`config.mk`:
```
export PLATFORM = sky130hd
export DESIGN_NAME = chmb_ctrl
export DESIGN_NICKNAME = d
export VERILOG_FILES = /design/src/sv/chmb_pkg.sv /design/src/sv/chmb_ctrl.sv
export SDC_FILE = /design/constraint.sdc
export NUM_CORES = 1
export LEC_CHECK = 0
export ABC_AREA = 1
export BUFFER_PORTS_ARGS = -buffer_cell sky130_fd_sc_hd__buf_2
export CORE_AREA = 2 2 39 41
export DETAILED_ROUTE_END_ITERATION = 10
export DIE_AREA = 0 0 41 43
export HOLD_SLACK_MARGIN = 0.03
export PLACE_DENSITY_LB_ADDON = 0.08
export SYNTH_ARGS = -nofsm -noshare
export SYNTH_HDL_FRONTEND = slang
export SYNTH_SLANG_ARGS = --single-unit
```
`constraint.sdc`:
```
create_clock -name clk_i -period 1.15 [get_ports clk_i]
set_clock_uncertainty 0.1 [all_clocks]
set_input_delay 0.345 -clock clk_i [delete_from_list [all_inputs] [get_ports clk_i]]
set_output_delay 0.345 -clock clk_i [all_outputs]
set_load 0.05 [all_outputs]
```
`src/sv/chmb_pkg.sv`:
```
// Shared constants, command codes and controller/datapath interface types.
package chmb_pkg;

  // Default geometry and count width
  localparam int STATIONS_DEF   = 2;
  localparam int SIDES_DEF      = 2;
  localparam int STRIPS_DEF     = 64;
  localparam int ADC_BINS_DEF   = 4096;
  localparam int COUNT_BITS_DEF = 16;

  // Port field widths
  localparam int CMD_W  = 2;
  localparam int ST_W   = 1;
  localparam int SD_W   = 1;
  localparam int SP_W   = 6;
  localparam int ADC_W  = 12;
  localparam int MED_W  = 12;
  localparam int CNTO_W = 16;

  // Command codes
  localparam logic [CMD_W-1:0] CMD_CLEAR = 2'd0;
  localparam logic [CMD_W-1:0] CMD_ADD   = 2'd1;
  localparam logic [CMD_W-1:0] CMD_QUERY = 2'd2;

  // Controller to datapath commands
  typedef struct packed {
    logic accept;      // transaction taken this cycle
    logic clr;         // clear command taken: drop valid bits, restart sweep
    logic sweep;       // zero one bin entry
    logic add_wr;      // write back sample update
    logic scan_start;  // issue first bin read of a query
    logic scan_step;   // consume one bin, issue the next
    logic emit;        // capture result registers
  } dp_cmd_t;

  // Datapath to controller status
  typedef struct packed {
    logic head_done;   // queried channel is empty or out of range
    logic scan_stop;   // median found or last bin reached
    logic sweep_last;  // sweep is at the last entry
  } dp_sts_t;

endpackage

```
`src/sv/chmb_ctrl.sv`:
```
// Controller state machine for the histogram median block.
module chmb_ctrl (
  input  logic                      clk_i,
  input  logic                      rst_ni,
  input  logic                      start,
  input  logic [chmb_pkg::CMD_W-1:0] cmd_i,
  input  chmb_pkg::dp_sts_t         sts_i,
  output chmb_pkg::dp_cmd_t         ctl_o,
  output logic                      busy_o,
  output logic                      done_o
);
  import chmb_pkg::*;

  typedef enum logic [2:0] {
    S_SWEEP,
    S_IDLE,
    S_ADD,
    S_QHEAD,
    S_QSCAN
  } state_e;

  state_e state_q;
  logic   busy_q;
  logic   done_q;
  logic   accept;

  assign accept = (state_q == S_IDLE) && start;

  // Commands to the datapath
  always_comb begin
    ctl_o            = '0;
    ctl_o.accept     = accept;
    ctl_o.clr        = accept && (cmd_i == CMD_CLEAR);
    ctl_o.sweep      = (state_q == S_SWEEP);
    ctl_o.add_wr     = (state_q == S_ADD);
    ctl_o.scan_start = (state_q == S_QHEAD) && !sts_i.head_done;
    ctl_o.scan_step  = (state_q == S_QSCAN);
    ctl_o.emit       = ((state_q == S_QHEAD) && sts_i.head_done) ||
                       ((state_q == S_QSCAN) && sts_i.scan_stop);
  end

  // State and registered busy / done strobe
  always_ff @(posedge clk_i or negedge rst_ni) begin
    if (!rst_ni) begin
      state_q <= S_SWEEP;
      busy_q  <= 1'b1;
      done_q  <= 1'b0;
    end else begin
      done_q <= 1'b0;
      case (state_q)
        S_SWEEP: begin
          if (sts_i.sweep_last) begin
            state_q <= S_IDLE;
            busy_q  <= 1'b0;
          end
        end
        S_IDLE: begin
          if (start) begin
            case (cmd_i)
              CMD_CLEAR: begin
                state_q <= S_SWEEP;
                busy_q  <= 1'b1;
              end
              CMD_ADD: begin
                state_q <= S_ADD;
                busy_q  <= 1'b1;
              end
              CMD_QUERY: begin
                state_q <= S_QHEAD;
                busy_q  <= 1'b1;
              end
              default: begin
                state_q <= S_IDLE;
              end
            endcase
          end
        end
        S_ADD: begin
          state_q <= S_IDLE;
          busy_q  <= 1'b0;
        end
        S_QHEAD: begin
          if (sts_i.head_done) begin
            state_q <= S_IDLE;
            busy_q  <= 1'b0;
            done_q  <= 1'b1;
          end else begin
            state_q <= S_QSCAN;
          end
        end
        S_QSCAN: begin
          if (sts_i.scan_stop) begin
            state_q <= S_IDLE;
            busy_q  <= 1'b0;
            done_q  <= 1'b1;
          end
        end
        default: begin
          state_q <= S_IDLE;
          busy_q  <= 1'b0;
        end
      endcase
    end
  end

  assign busy_o = busy_q;
  assign done_o = done_q;

endmodule

```
==> impl_results.html <==
<table>
<tr><th>Metric</th><th>Value</th></tr>
<tr><th colspan="2">Floorplanning</th></tr>
<tr><td>Die Outline Area</td><td>1760 um2</td></tr>
<tr><td>I/O pin cnt</td><td>17</td></tr>
<tr><td>Core Area</td><td>1380 um2</td></tr>
<tr><td>Die Y-Extent</td><td>43 um</td></tr>
<tr><td>Initial standard-cell utilization of the core</td><td>0.269</td></tr>
<tr><td>Width of the die</td><td>41 um</td></tr>
<tr><td>Standard-cell row count</td><td>14</td></tr>
<tr><th colspan="2">Synthesis</th></tr>
<tr><td>Area fraction of the dominant cell type after synthesis</td><td>0.269</td></tr>
<tr><td>Register bit count reported by yosys</td><td>5</td></tr>
<tr><td>Number of distinct library cells after synthesis</td><td>15</td></tr>
<tr><td>Post-synthesis cell area</td><td>372 um2</td></tr>
<tr><td>Count of mapped cells out of synthesis</td><td>51</td></tr>
<tr><td>Number of enable flip-flop cells after synthesis</td><td>0</td></tr>
<tr><td>Net count of the mapped netlist</td><td>63</td></tr>
<tr><td>Most common cell in the netlist</td><td>inv_1</td></tr>
<tr><td>Total of warnings raised by yosys</td><td>0</td></tr>
<tr><td>Async set or reset register ratio after synthesis</td><td>1.00</td></tr>
<tr><td>Area leader, netlist</td><td>dfrtp_1</td></tr>
<tr><td>Proportion of synthesized chip area in sequential cells</td><td>0.340</td></tr>
<tr><td>Most numerous cell types in the synthesized netlist</td><td>inv_1, nand2_1, nand3_1, nor2_1</td></tr>
<tr><td>Synth top area cells</td><td>dfrtp_1, ha_1, inv_1, nand2_1, dfstp_2</td></tr>
<tr><td>Main flop type after synthesis</td><td>dfrtp_1</td></tr>
<tr><td>Post-synthesis average cell area</td><td>7.29 um2</td></tr>
<tr><th colspan="2">Final layout</th></tr>
<tr><td>Post-synthesis to final-layout area growth</td><td>122%</td></tr>
<tr><td>Combined area of the multi-input logic cells</td><td>304 um2</td></tr>
<tr><td>Fraction of layout cells with a size suffix above 1</td><td>0.671</td></tr>
<tr><td>Inserted Diodes</td><td>0</td></tr>
<tr><td>Final non-filler cell area</td><td>825 um2</td></tr>
<tr><td>Filler cell count</td><td>122</td></tr>
<tr><td>Final core utilization</td><td>0.596</td></tr>
<tr><td>Register area</td><td>129 um2</td></tr>
<tr><td>Nets@finish</td><td>98</td></tr>
<tr><th colspan="2">Timing</th></tr>
<tr><td>Headroom to the max-slew limit</td><td>0.901</td></tr>
<tr><td>Final Hold Violating Endpoints</td><td>0</td></tr>
<tr><td>Part of the cycle the worst path needs</td><td>1.48</td></tr>
<tr><td>Number of setup violations in the final report</td><td>12</td></tr>
<tr><td>Worst Setup Slack, final</td><td>-0.557 ns</td></tr>
<tr><td>Setup repair after global routing missed its margin</td><td>true</td></tr>
<tr><td>Pins Over Slew Limit</td><td>0</td></tr>
<tr><td>Fmax</td><td>0.586 GHz</td></tr>
<tr><td>Post-Route Setup TNS</td><td>-4.12 ns</td></tr>
<tr><td>Final Critical Period</td><td>1.71 ns</td></tr>
<tr><td>Slew at the pin closest to its max-slew limit</td><td>0.148 ns</td></tr>
<tr><th colspan="2">Routing</th></tr>
<tr><td>Total via count in the routed design</td><td>439</td></tr>
<tr><td>Mean number of vias per cell</td><td>4.35</td></tr>
<tr><td>Remaining antenna violation count after routing</td><td>0</td></tr>
<tr><td>Per-cell routed wire length</td><td>8.86 um</td></tr>
<tr><td>Sum of routed wire length over all layers</td><td>895 um</td></tr>
<tr><td>Residual DRC</td><td>0</td></tr>
<tr><td>Initial drt markers</td><td>2</td></tr>
<tr><td>Pre-antenna DRT Iters</td><td>3</td></tr>
<tr><th colspan="2">Setup path</th></tr>
<tr><td>Most repeated library cell on the critical path</td><td>buf_6</td></tr>
<tr><td>Cell with the biggest individual delay on the critical path</td><td>dfrtp_2</td></tr>
<tr><td>Crit path DAT</td><td>1.26 ns</td></tr>
<tr><td>WP data required</td><td>0.70 ns</td></tr>
<tr><td>Cells along the critical path</td><td>buf_6 &gt; nand3_4 &gt; nor3b_4 &gt; buf_6</td></tr>
<tr><td>Worst Setup End Kind</td><td>primary output</td></tr>
<tr><td>Delay of the slowest cell on the worst path</td><td>0.42 ns</td></tr>
<tr><td>Crit-path max FO</td><td>3</td></tr>
<tr><td>Number of cells on the worst reg-to-reg path</td><td>6</td></tr>
<tr><td>Kind of critical path</td><td>reg -&gt; out</td></tr>
<tr><td>Startpoint kind of the worst setup timing path</td><td>register</td></tr>
<tr><th colspan="2">GRT</th></tr>
<tr><td>Met1 capacity usage during global routing</td><td>0.116</td></tr>
<tr><td>GR Layer Usage met2</td><td>0.188</td></tr>
<tr><td>GRT Residual Overflow</td><td>0</td></tr>
<tr><td>Wire length of the first global-routing pass</td><td>1340 um</td></tr>
<tr><td>Routing usage on met3</td><td>0.0314</td></tr>
<tr><td>Gr busiest metal</td><td>met2</td></tr>
<tr><td>Total global routing track utilization</td><td>0.114</td></tr>
<tr><td>Initial antenna violation count</td><td>0</td></tr>
<tr><td>Pin count of the biggest net entering global routing</td><td>6</td></tr>
<tr><td>Vias in the first global route</td><td>383</td></tr>
<tr><th colspan="2">Clock network</th></tr>
<tr><td>Clock slew seen by the registers of the worst setup and hold paths</td><td>0.04 ns</td></tr>
<tr><td>Total clock buffers created by CTS</td><td>3</td></tr>
<tr><td>Maximum clock path buffer count</td><td>2</td></tr>
<tr><td>H-tree levels</td><td>1</td></tr>
<tr><td>Insertion delay to the later sink of the worst-skew pair</td><td>0.24 ns</td></tr>
<tr><td>Clock tree from TritonCTS</td><td>built</td></tr>
<tr><td>Clk root buf</td><td>clkbuf_4</td></tr>
<tr><td># clock sinks</td><td>5</td></tr>
<tr><th colspan="2">Place</th></tr>
<tr><td>Cell area reported after detailed placement</td><td>616 um2</td></tr>
<tr><td>Placer congestion estimate</td><td>0.699</td></tr>
<tr><td>Pre-CTS setup slack</td><td>-0.448 ns</td></tr>
<tr><td>Port buffer count</td><td>16</td></tr>
<tr><td>Half-perimeter wire length after detailed placement</td><td>706 um</td></tr>
<tr><th colspan="2">Worst hold path</th></tr>
<tr><td>Type of the tightest min-delay check</td><td>in -&gt; async</td></tr>
<tr><th colspan="2">Job</th></tr>
<tr><td>Max Cap Viol</td><td>0</td></tr>
<tr><th colspan="2">Power and ir drop</th></tr>
<tr><td>Total power per unit cell area</td><td>2410 nW/um2</td></tr>
<tr><td>Cell leakage power</td><td>0.000421 uW</td></tr>
<tr><td>Worst voltage drop across the vdd grid</td><td>961 uV</td></tr>
<tr><th colspan="2">Run status</th></tr>
<tr><td>Outcome</td><td>complete, but fails checks</td></tr>
<tr><td>Failing checks</td><td>negative setup slack</td></tr>
</table>
## routing by layer
metal  vias to the layer above  wire length [um]
met4                         0                 0
met3                         0                44
li1                        226                 -
met1                       203               350
met5                         -                 0
met2                        10               500
## cell families after synthesis
family / after synthesis / share of synthesized area
AND/OR/NAND/NOR: 26 / 0.340
flip-flops: 5 / 0.340
buffers and inverters: 14 / 0.152
AO/OA/AOI/OAI: 2 / 0.0337
adder cells (fa/ha/maj): 4 / 0.135
## cell usage in the layout (no fill, tap or decap), drive strengths merged
| master | synthesis | layout |
|---|---|---|
| dlygate4sd3 | 0 | 1 |
| buf | 1 | 30 |
| ha | 4 | 4 |
| nor3 | 2 | 2 |
| dfstp | 1 | 1 |
| nor3b | 1 | 1 |
| clkbuf | 0 | 4 |
| dfrtp | 4 | 4 |
| o22ai | 2 | 2 |
| inv | 13 | 12 |
| nor2 | 8 | 8 |
| nand3 | 6 | 6 |
| nand2 | 8 | 8 |
| and3 | 1 | 1 |
| clkinvlp | 0 | 1 |
## critical path: cells and delay by family (launching register included)
family | cells | cell delay [ns]
buffers and inverters | 2 | 0.33
DFF | 1 | 0.42
and+or+nand+nor | 2 | 0.28
## flip-flops by register name (all words and copies together), names as in the netlist
register / flops
state_q: 3
busy_o: 1
done_o: 1
## worst paths after layout
check | startpoint | end | slack [ns]
min reg2reg | busy_o | busy_o | 0.37
max | state_q[0] | ctl_o[5] | -0.56
max in group asynchronous | rst_ni | busy_o | 0.40
min in group clk_i | start | state_q[0] | 0.36
min | rst_ni | done_o | 0.34
max reg2reg | state_q[0] | state_q[1] | -0.17
## through the flow
| stage | hold slack (ns) | instances | total power, uW |
|---|---|---|---|
| finish | 0.345 | 101 | 1990 |
| global route | 0.369 | 101 | 2110 |
| detailed placement | 0.0624 | 95 | 1350 |
| CTS | 0.341 | 100 | 1830 |
| global placement | 0.0630 | 95 | 1350 |
| floorplan | -0.0506 | 51 | 1070 |
## what timing repair did
| item | 4_1_cts | 5_1_grt |
|---|---|---|
| pin swaps | 3 | 4 |
| setup buffers | 1 | 1 |
| hold buffers | 1 | 0 |
| setup endpoints to repair | 13 | 12 |
| hold endpoints to repair | 5 | 0 |
| resized for setup | 28 | 16 |
## layout make-up
cell class / count / share of cell area
multi-input combinational: 32 / 0.369
clock buffer: 4 / 0.0319
sequential: 5 / 0.156
timing repair buffer: 31 / 0.352
inverter: 13 / 0.0668
tap: 16 / 0.0243
## power breakdown
group	internal [uW]	switching, uW	leakage, uW
Clock	131	65.3	0.0000150
Combinational	632	808	0.000346
Sequential	263	89.7	0.0000603
(Power assumes the default switching activity.)
